File: config.mk
export PLATFORM = sky130hd
export DESIGN_NAME = servo_pwm_timer_four_channel_top
export DESIGN_NICKNAME = d
export VERILOG_FILES = /design/src/rtl/spwm_pkg.sv /design/src/rtl/spwm_count.sv /design/src/rtl/spwm_lane.sv /design/src/rtl/servo_pwm_timer_four_channel_top.sv
export VERILOG_INCLUDE_DIRS = /design/src /design/src/rtl
export SDC_FILE = /design/constraint.sdc
export NUM_CORES = 1
export LEC_CHECK = 0
export BUFFER_PORTS_ARGS = -buffer_cell sky130_fd_sc_hd__buf_4
export CORE_UTILIZATION = 50
export CTS_CLUSTER_SIZE = 25
export DETAILED_ROUTE_END_ITERATION = 10
export MAX_ROUTING_LAYER = met4
export PLACE_DENSITY = 0.69
export SLEW_MARGIN = 5
export SYNTH_ARGS = -nofsm -noshare
export SYNTH_HDL_FRONTEND = slang
export SYNTH_HIERARCHICAL = 1
export SYNTH_SLANG_ARGS = --single-unit
File: constraint.sdc
create_clock -name clock -period 5.75 [get_ports clock]
set_clock_uncertainty 0.1 [all_clocks]
set_input_delay 0.2875 -clock clock [delete_from_list [all_inputs] [get_ports clock]]
set_output_delay 0.2875 -clock clock [all_outputs]
set_load 0.1 [all_outputs]
File: src/rtl/assert_macros.svh
// Assertion macros for the timer RTL.
// Depends on nothing; the including module must have clock and reset signals.
`ifndef ASSERT_MACROS_SVH
`define ASSERT_MACROS_SVH

// Clocked property, ignored while reset is high
`define ASSERT_CLK(label, prop, msg) \
   label: assert property (@(posedge clock) disable iff (reset) (prop)) else $error(msg);

// Clocked property that is also checked during reset
`define ASSERT_ALWAYS(label, prop, msg) \
   label: assert property (@(posedge clock) (prop)) else $error(msg);

`endif

File: src/rtl/spwm_pkg.sv
// Shared types and constants for the four-channel servo PWM timer.
// No dependencies; imported by every module of the block.
package spwm_pkg;

   localparam int NUM_CHANNELS = 4;
   localparam int MAX_CHANNELS = 4;
   localparam int COUNT_BITS   = 16;
   localparam int WIDTH_BITS   = 16;
   localparam int PRESC_BITS   = 16;
   localparam int DIV_BITS     = PRESC_BITS + 1;
   localparam int CHAN_BITS    = 3;
   localparam int EN_BITS      = 4;
   localparam int CSR_IDX_BITS = 3;
   localparam int CSR_DATA_BITS = DIV_BITS;

   // Largest useful prescale divider
   localparam logic [DIV_BITS-1:0] DIV_MAX = DIV_BITS'(1) << PRESC_BITS;
   localparam logic [DIV_BITS-1:0] DIV_MIN = DIV_BITS'(1);

   // Reset values of the configuration registers
   localparam logic [DIV_BITS-1:0]   RESET_PRESCALE = DIV_BITS'(72);
   localparam logic [COUNT_BITS-1:0] RESET_PERIOD   = COUNT_BITS'(19999);
   localparam logic [WIDTH_BITS-1:0] RESET_MIN      = WIDTH_BITS'(1000);
   localparam logic [WIDTH_BITS-1:0] RESET_MAX      = WIDTH_BITS'(2000);
   localparam logic [EN_BITS-1:0]    RESET_ENABLE   = EN_BITS'(15);

   // Item kinds
   typedef enum logic [1:0] {
      KIND_TICK    = 2'd0,
      KIND_SET_ONE = 2'd1,
      KIND_SET_ALL = 2'd2,
      KIND_STOP    = 2'd3
   } kind_type;

   // Configuration register indexes
   typedef enum logic [CSR_IDX_BITS-1:0] {
      CSR_PRESCALE = 3'd0,
      CSR_PERIOD   = 3'd1,
      CSR_PULSE_MIN = 3'd2,
      CSR_PULSE_MAX = 3'd3,
      CSR_ENABLE   = 3'd4
   } csr_index_type;

   // Per-lane control from the dispatch logic
   typedef struct packed {
      logic fire;     // an item transfers this cycle
      logic wr;       // load clamped width into preload
      logic stop;     // load pulse_min into preload
      logic update;   // counter wrap: copy preload to active
      logic enable;   // channel output enable
   } spwm_lane_ctrl_type;

endpackage

File: src/rtl/spwm_count.sv
// Prescaler and main counter of the PWM timer; raises the update event on wrap.
// Depends on spwm_pkg.
module spwm_count
   import spwm_pkg::*;
(
   input  logic                    clock,
   input  logic                    reset,
   input  logic                    tick,          // tick item transfers
   input  logic [DIV_BITS-1:0]     prescale_div,
   input  logic [COUNT_BITS-1:0]   period_minus_one,
   output logic [COUNT_BITS-1:0]   count_next,    // counter after this item
   output logic                    update         // wrap on this item
);

   logic [PRESC_BITS-1:0] presc_ff, presc_in;
   logic [COUNT_BITS-1:0] count_ff, count_in;
   logic [DIV_BITS-1:0]   div_eff;
   logic [DIV_BITS-1:0]   presc_inc;

   // Divider limits: zero acts as one, large values saturate
   always_comb begin
      if (prescale_div == '0) begin
         div_eff = DIV_MIN;
      end else if (prescale_div > DIV_MAX) begin
         div_eff = DIV_MAX;
      end else begin
         div_eff = prescale_div;
      end
   end

   assign presc_inc = {1'b0, presc_ff} + DIV_BITS'(1);

   // Next counter state
   always_comb begin
      presc_in = presc_ff;
      count_in = count_ff;
      update   = 1'b0;
      if (tick) begin
         if (presc_inc >= div_eff) begin
            presc_in = '0;
            if (count_ff >= period_minus_one) begin
               count_in = '0;
               update   = 1'b1;
            end else begin
               count_in = count_ff + COUNT_BITS'(1);
            end
         end else begin
            presc_in = presc_inc[PRESC_BITS-1:0];
         end
      end
   end

   assign count_next = count_in;

   always_ff @(posedge clock) begin
      if (reset) begin
         presc_ff <= '0;
         count_ff <= '0;
      end else begin
         presc_ff <= presc_in;
         count_ff <= count_in;
      end
   end

endmodule

File: src/rtl/spwm_lane.sv
// One PWM channel: width clamp, preload and active compare, pin compare.
// Depends on spwm_pkg.
module spwm_lane
   import spwm_pkg::*;
(
   input  logic                    clock,
   input  logic                    reset,
   input  spwm_lane_ctrl_type      ctrl,
   input  logic [WIDTH_BITS-1:0]   width,
   input  logic [WIDTH_BITS-1:0]   pulse_min,
   input  logic [WIDTH_BITS-1:0]   pulse_max,
   input  logic [COUNT_BITS-1:0]   count_next,
   output logic                    pin
);

   logic [WIDTH_BITS-1:0] preload_ff, preload_in;
   logic [WIDTH_BITS-1:0] active_ff, active_in;
   logic [WIDTH_BITS-1:0] clamped;

   // Minimum tested first, so with inverted limits the minimum takes priority
   always_comb begin
      if (width < pulse_min) begin
         clamped = pulse_min;
      end else if (width > pulse_max) begin
         clamped = pulse_max;
      end else begin
         clamped = width;
      end
   end

   // Preload and active compare updates
   always_comb begin
      preload_in = preload_ff;
      active_in  = active_ff;
      if (ctrl.fire) begin
         if (ctrl.stop) begin
            preload_in = pulse_min;
         end else if (ctrl.wr) begin
            preload_in = clamped;
         end
         if (ctrl.update) begin
            active_in = preload_ff;
         end
      end
   end

   // Level after this item (PWM mode 1)
   assign pin = ctrl.enable && (count_next < active_in);

   always_ff @(posedge clock) begin
      if (reset) begin
         preload_ff <= RESET_MIN;
         active_ff  <= RESET_MIN;
      end else begin
         preload_ff <= preload_in;
         active_ff  <= active_in;
      end
   end

endmodule

File: src/rtl/servo_pwm_timer_four_channel_top.sv
// Four-channel servo PWM timer, top level: config registers, lane dispatch,
// pin merge and result register. Depends on spwm_pkg, spwm_count, spwm_lane.
//
// Each transfer on req_ is a tick, a single-channel width write, an all-channel
// write or a stop, and yields exactly one result on rsp_: the pin levels, the
// main counter and whether this tick wrapped the counter and loaded the compares.
// Counter, four lanes and the pin compare settle in the cycle of the transfer
// and land in the result register, so one item per clock is accepted whenever
// the result register is empty or being emptied. Widths are
// clamped to pulse_min..pulse_max into preloads; preloads reach the active
// compares on the counter wrap. Configuration writes on csr_ take effect at once
// and belong only in idle periods.
module servo_pwm_timer_four_channel_top
   import spwm_pkg::*;
(
   input  logic                      clock,
   input  logic                      reset,
   // item channel
   input  logic                      req_valid,
   output logic                      req_ready,
   input  logic [1:0]                req_kind,
   input  logic [CHAN_BITS-1:0]      req_channel,
   input  logic [WIDTH_BITS-1:0]     req_width_a,
   input  logic [WIDTH_BITS-1:0]     req_width_b,
   input  logic [WIDTH_BITS-1:0]     req_width_c,
   input  logic [WIDTH_BITS-1:0]     req_width_d,
   // result channel
   output logic                      rsp_valid,
   input  logic                      rsp_ready,
   output logic [MAX_CHANNELS-1:0]   rsp_pwm_pins,
   output logic [COUNT_BITS-1:0]     rsp_count_now,
   output logic                      rsp_update_seen,
   // configuration
   input  logic                      csr_wr_en,
   input  logic [CSR_IDX_BITS-1:0]   csr_index,
   input  logic [CSR_DATA_BITS-1:0]  csr_wdata
);

`include "assert_macros.svh"

   logic [DIV_BITS-1:0]   prescale_ff;
   logic [COUNT_BITS-1:0] period_ff;
   logic [WIDTH_BITS-1:0] min_ff;
   logic [WIDTH_BITS-1:0] max_ff;
   logic [EN_BITS-1:0]    enable_ff;

   logic                  req_fire;
   kind_type              kind;
   logic                  tick;
   logic [COUNT_BITS-1:0] count_next;
   logic                  update;

   logic [WIDTH_BITS-1:0] width_all [MAX_CHANNELS];
   logic [WIDTH_BITS-1:0] lane_width [NUM_CHANNELS];
   spwm_lane_ctrl_type    lane_ctrl [NUM_CHANNELS];
   logic [NUM_CHANNELS-1:0] lane_pin;
   logic [MAX_CHANNELS-1:0] pins;

   logic                    rsp_valid_ff, rsp_valid_in;
   logic [MAX_CHANNELS-1:0] pins_ff;
   logic [COUNT_BITS-1:0]   count_now_ff;
   logic                    update_ff;

   // Configuration registers
   always_ff @(posedge clock) begin
      if (reset) begin
         prescale_ff <= RESET_PRESCALE;
         period_ff   <= RESET_PERIOD;
         min_ff      <= RESET_MIN;
         max_ff      <= RESET_MAX;
         enable_ff   <= RESET_ENABLE;
      end else if (csr_wr_en) begin
         case (csr_index)
            CSR_PRESCALE:  prescale_ff <= csr_wdata;
            CSR_PERIOD:    period_ff   <= csr_wdata[COUNT_BITS-1:0];
            CSR_PULSE_MIN: min_ff      <= csr_wdata[WIDTH_BITS-1:0];
            CSR_PULSE_MAX: max_ff      <= csr_wdata[WIDTH_BITS-1:0];
            CSR_ENABLE:    enable_ff   <= csr_wdata[EN_BITS-1:0];
            default: ;
         endcase
      end
   end

   // Handshake: take an item whenever the result register frees up
   assign req_ready = !rsp_valid_ff || rsp_ready;
   assign req_fire  = req_valid && req_ready;
   assign kind      = kind_type'(req_kind);
   assign tick      = req_fire && (kind == KIND_TICK);

   spwm_count u_count (
      .clock            (clock),
      .reset            (reset),
      .tick             (tick),
      .prescale_div     (prescale_ff),
      .period_minus_one (period_ff),
      .count_next       (count_next),
      .update           (update)
   );

   assign width_all[0] = req_width_a;
   assign width_all[1] = req_width_b;
   assign width_all[2] = req_width_c;
   assign width_all[3] = req_width_d;

   // Lanes, one per channel
   for (genvar i = 0; i < NUM_CHANNELS; i++) begin : g_lane
      always_comb begin
         lane_ctrl[i].fire   = req_fire;
         lane_ctrl[i].wr     = (kind == KIND_SET_ALL) ||
                               ((kind == KIND_SET_ONE) &&
                                (req_channel == CHAN_BITS'(i + 1)));
         lane_ctrl[i].stop   = (kind == KIND_STOP);
         lane_ctrl[i].update = update;
         lane_ctrl[i].enable = enable_ff[i];
         lane_width[i]       = (kind == KIND_SET_ALL) ? width_all[i] : req_width_a;
      end

      spwm_lane u_lane (
         .clock      (clock),
         .reset      (reset),
         .ctrl       (lane_ctrl[i]),
         .width      (lane_width[i]),
         .pulse_min  (min_ff),
         .pulse_max  (max_ff),
         .count_next (count_next),
         .pin        (lane_pin[i])
      );
   end

   // Merge lane pins; unused channels read low
   always_comb begin
      pins = '0;
      for (int i = 0; i < NUM_CHANNELS; i++) begin
         pins[i] = lane_pin[i];
      end
   end

   // Result register
   always_comb begin
      rsp_valid_in = rsp_valid_ff;
      if (req_fire) begin
         rsp_valid_in = 1'b1;
      end else if (rsp_ready) begin
         rsp_valid_in = 1'b0;
      end
   end

   always_ff @(posedge clock) begin
      if (reset) begin
         rsp_valid_ff <= 1'b0;
      end else begin
         rsp_valid_ff <= rsp_valid_in;
      end
   end

   always_ff @(posedge clock) begin
      if (req_fire) begin
         pins_ff      <= pins;
         count_now_ff <= count_next;
         update_ff    <= update;
      end
   end

   assign rsp_valid       = rsp_valid_ff;
   assign rsp_pwm_pins    = pins_ff;
   assign rsp_count_now   = count_now_ff;
   assign rsp_update_seen = update_ff;

   // Checks
   `ASSERT_CLK(a_update_zero, rsp_valid && rsp_update_seen |-> rsp_count_now == '0, "update without counter wrap")
   `ASSERT_CLK(a_no_update_nontick, req_fire && !tick |=> !rsp_update_seen, "update on a non-tick item")
   `ASSERT_CLK(a_count_hold, req_fire && !tick |=> rsp_count_now == $past(count_next), "counter result mismatch")
   `ASSERT_ALWAYS(a_no_accept_when_full, rsp_valid_ff && !rsp_ready |-> !req_ready, "accept while result stalled")

endmodule
==> flow_summary_export.csv <==
group,metric,value,unit
setup_path,worstPathMaxFanout,6,
clocking,htree_levels,1,
clocking,cts_buffers,27,
die,die_y,189,um
synth,synthArstFlopShare,0,
layout,area_growth,13.2,%
global_route,grt_usage,0.322,
pwr,p_leak,9.20,nW
sta,finalCriticalPeriod,5440,ps
pwr,switching_power,0.00119,W
synth,syn_inst,1915,
clocking,clk_latency,560,ps
pwr,p_comb_frac,0.158,
synth,yosysWarnings,6,
drt,wl_per_cell,22.6,um
pwr,power,0.00424,W
sta,final-setup-viol-count,0,
setup_path,path_cells,"ha_1 -> nand3_1 -> nor2_2 -> and2_1 -> and3_1 -> and3_1 -> ha_1 -> and4_1 -> a211o_2 -> a22oi_4 -> buf_4 -> a21oi_2 -> o2bb2ai_1 -> ha_1 -> and3_1 -> o2111ai_1 -> o22ai_1 -> o21ai_0 -> a31oi_1 -> nor4b_1",
hold_path,hold_class,"input pin to flop",
layout,fillCellCount,3044,
drt,routed_via_density,6.14,
synth,yosys-top-cells-count,"dfxtp_1, ha_1, mux2i_1",
sta,worst_pin_slew,1120,ps
synth,syn_nets,2228,
synth,yosysMostFrequentCell,"dfxtp_1",
pwr,internal-power,0.00305,W
die,io_pins,117,
pwr,switching_share,0.281,
clocking,cts.sink_count,251,
pwr,seqPwrFrac,0.434,
setup_path,cp-end-kind,"flop",
synth,synth_edf_count,21,
drt,drt_iter0_markers,1666,
sta,hold_violations,0,
synth,syn_area,17500,sq um
job,cap_viol_max_count,0,
placed_design,routabilityCongestion,0.958,
sta,hold_ws,35.3,ps
sta,slew_headroom,0.246,
drt,dr.pass1.iters,8,
global_route,grt_pass1_wl,86000,um
setup_path,crit_slowest_cell,"o2bb2ai_1",
setup_path,cp.required,6000,ps
global_route,antenna_found_initial,0,
placed_design,dp.final_hpwl,42700,um
clocking,cts.path.max_buffers,3,
global_route,grt-ovfl-total,0,
setup_path,cp_slowest_stage_delay,700,ps
drt,drt-total-wl,56400,um
layout,nNetsFinal,2336,
outcome,status,"completed",
sta,maxClockFrequency,0.184,GHz
die,initial_utilization,0.507,
clocking,cts-root-buf,"clkbuf_16",
synth,synth_seq_cells,251,
setup_path,critPathLaunchType,"flop",
synth,synth_top_area_cell,"dfxtp_1",
drt,vias,15300,
die,rows,68,
setup_path,worst-endpoint-arrival,5690,ps
layout,drive_above_1_share,0.158,
synth,synth_cell_type_count,92,
clocking,cts_tree,"yes",
global_route,grt_max_degree,115,
sta,slew_viol_final,0,
global_route,grt_pass1_vias,14400,
clocking,cts.clk_slew.worst_paths,60,ps
die,coreArea,34500,sq um
die,dieArea,35700,sq um
synth,synth_top_area_frac,0.264,
pwr,pwr-share-clk,0.408,
drt,ant_nets,0,
pwr,powerDensity,215,nW/um^2
die,die_w,189,um
pwr,ir_worst_vdd,0.226,mV
synth,ys.flop_type,"dfxtp_1",
synth,synth_area_leaders,"dfxtp_1, ha_1, mux2i_1",
drt,post-route-drc-count,0,
placed_design,port-buffer-count,116,
synth,synth_seq_area_share,0.300,
sta,timing.final.crit_share,0.946,
synth,synth_area_per_cell,9.12,sq um
setup_path,path_class,"flop to flop",
layout,antennaDiodeCount,0,
sta,rsz0062_at_grt,"true",
==> cell type report <==
class / instances / area [sq um] / share of cell area
clock buffers: 40 / 788 / 0.0399
inverters: 172 / 646 / 0.0326
repair buffers: 167 / 1310 / 0.0663
flip-flops and latches: 251 / 5240 / 0.265
multi-input cells: 1404 / 11100 / 0.563
well taps: 455 / 569 / 0.0288
clock inverters: 8 / 91.3 / 0.00462
==> final timing paths <==
| path | end | slack (ps) | cells past startpoint | from |
|---|---|---|---|---|
| min | g_lane[0].u_lane/preload_ff[3]$_SDFFE_PP1P_ | 40 | 3 | req_width_a[3] |
| min reg2reg | period_ff[15]$_SDFFE_PP0P_ | 390 | 2 | period_ff[15]$_SDFFE_PP0P_ |
| max | rsp_pwm_pins[1]$_DFFE_PP_ | 310 | 20 | u_count/presc_ff[0]$_SDFFE_PP0P_ |
| max reg2reg | rsp_pwm_pins[1]$_DFFE_PP_ | 310 | 20 | u_count/presc_ff[0]$_SDFFE_PP0P_ |
==> stage by stage <==
step	setup slack, ps	utilization	instance area, sq um	std cells	setup TNS [ps]
after floorplan	237	-	17500	1915	0
after global placement	320	0.542	18700	2427	0
final	311	0.574	19800	2497	0
after global routing	-21.1	0.574	19800	2497	-35.8
after CTS	95.4	0.573	19700	2495	0
after detailed placement	126	0.542	18700	2427	0
==> power by group through the flow <==
stage               Clock, W  Sequential [W]  Combinational [W]
floorplan                  0         0.00190           0.000404
global placement           0         0.00188           0.000627
detailed placement         0         0.00188           0.000643
CTS                  0.00175         0.00184           0.000657
global route         0.00183         0.00184           0.000719
finish               0.00173         0.00184           0.000670
==> worst max-delay path, delay by kind of cell (launching register included) <==
family          cells  cell delay [ps]
buf+inv             1              180
fa+ha+maj           3              880
simple gates        8             1680
flops               1              430
compound gates      8             1960
==> placed cells by master (no fill, tap or decap), types with 27 or more instances in the layout <==
cell type	netlist	final
nor2_1	145	143
buf_4	0	145
clkbuf_16	0	27
a32oi_1	30	30
nand3_1	48	48
nand4_1	53	53
nand2b_1	94	93
inv_1	172	172
a21oi_1	96	96
o21ai_0	52	52
nor3_1	29	29
dfxtp_1	230	230
mux2i_1	179	179
mux2_2	48	48
ha_1	219	219
nand2_1	84	82
==> layer usage <==
metal  up-vias  GRT usage  routed length [um]
li1       7193          -                   -
met5         -          -                   0
met1      7317      0.448               25500
met2       680      0.488               24700
met4         0      0.103                1840
met3       131     0.0345                4450
==> kinds of logic (layout without fill, tap and decap cells) <==
kind of cell / count (synthesis) / in the layout / synth area share
muxes: 227 / 227 / 0.134
and+or+nand+nor: 553 / 553 / 0.168
xor gates and xnor gates: 16 / 16 / 0.00802
DFF: 251 / 251 / 0.300
AOI/OAI and AO/OA: 389 / 389 / 0.169
adders and majority gates: 219 / 219 / 0.157
buffers and inverters: 260 / 387 / 0.0649
==> flip-flops by register name, indices dropped and copies added, names as in the netlist <==
signal	count
enable_ff	4
g_lane.u_lane/active_ff	64
g_lane.u_lane/preload_ff	64
max_ff	16
min_ff	16
period_ff	16
prescale_ff	17
rsp_count_now	16
rsp_pwm_pins	4
rsp_update_seen	1
rsp_valid	1
u_count/count_ff	16
u_count/presc_ff	16
==> what timing repair did <==
item,in CTS,in global routing
endpoints found under the hold margin,66,0
resized for setup,0,7
buffers inserted,0,2
hold buffers,20,0
endpoints found under the setup margin,0,4
Power figures use the tool's default switching activity.
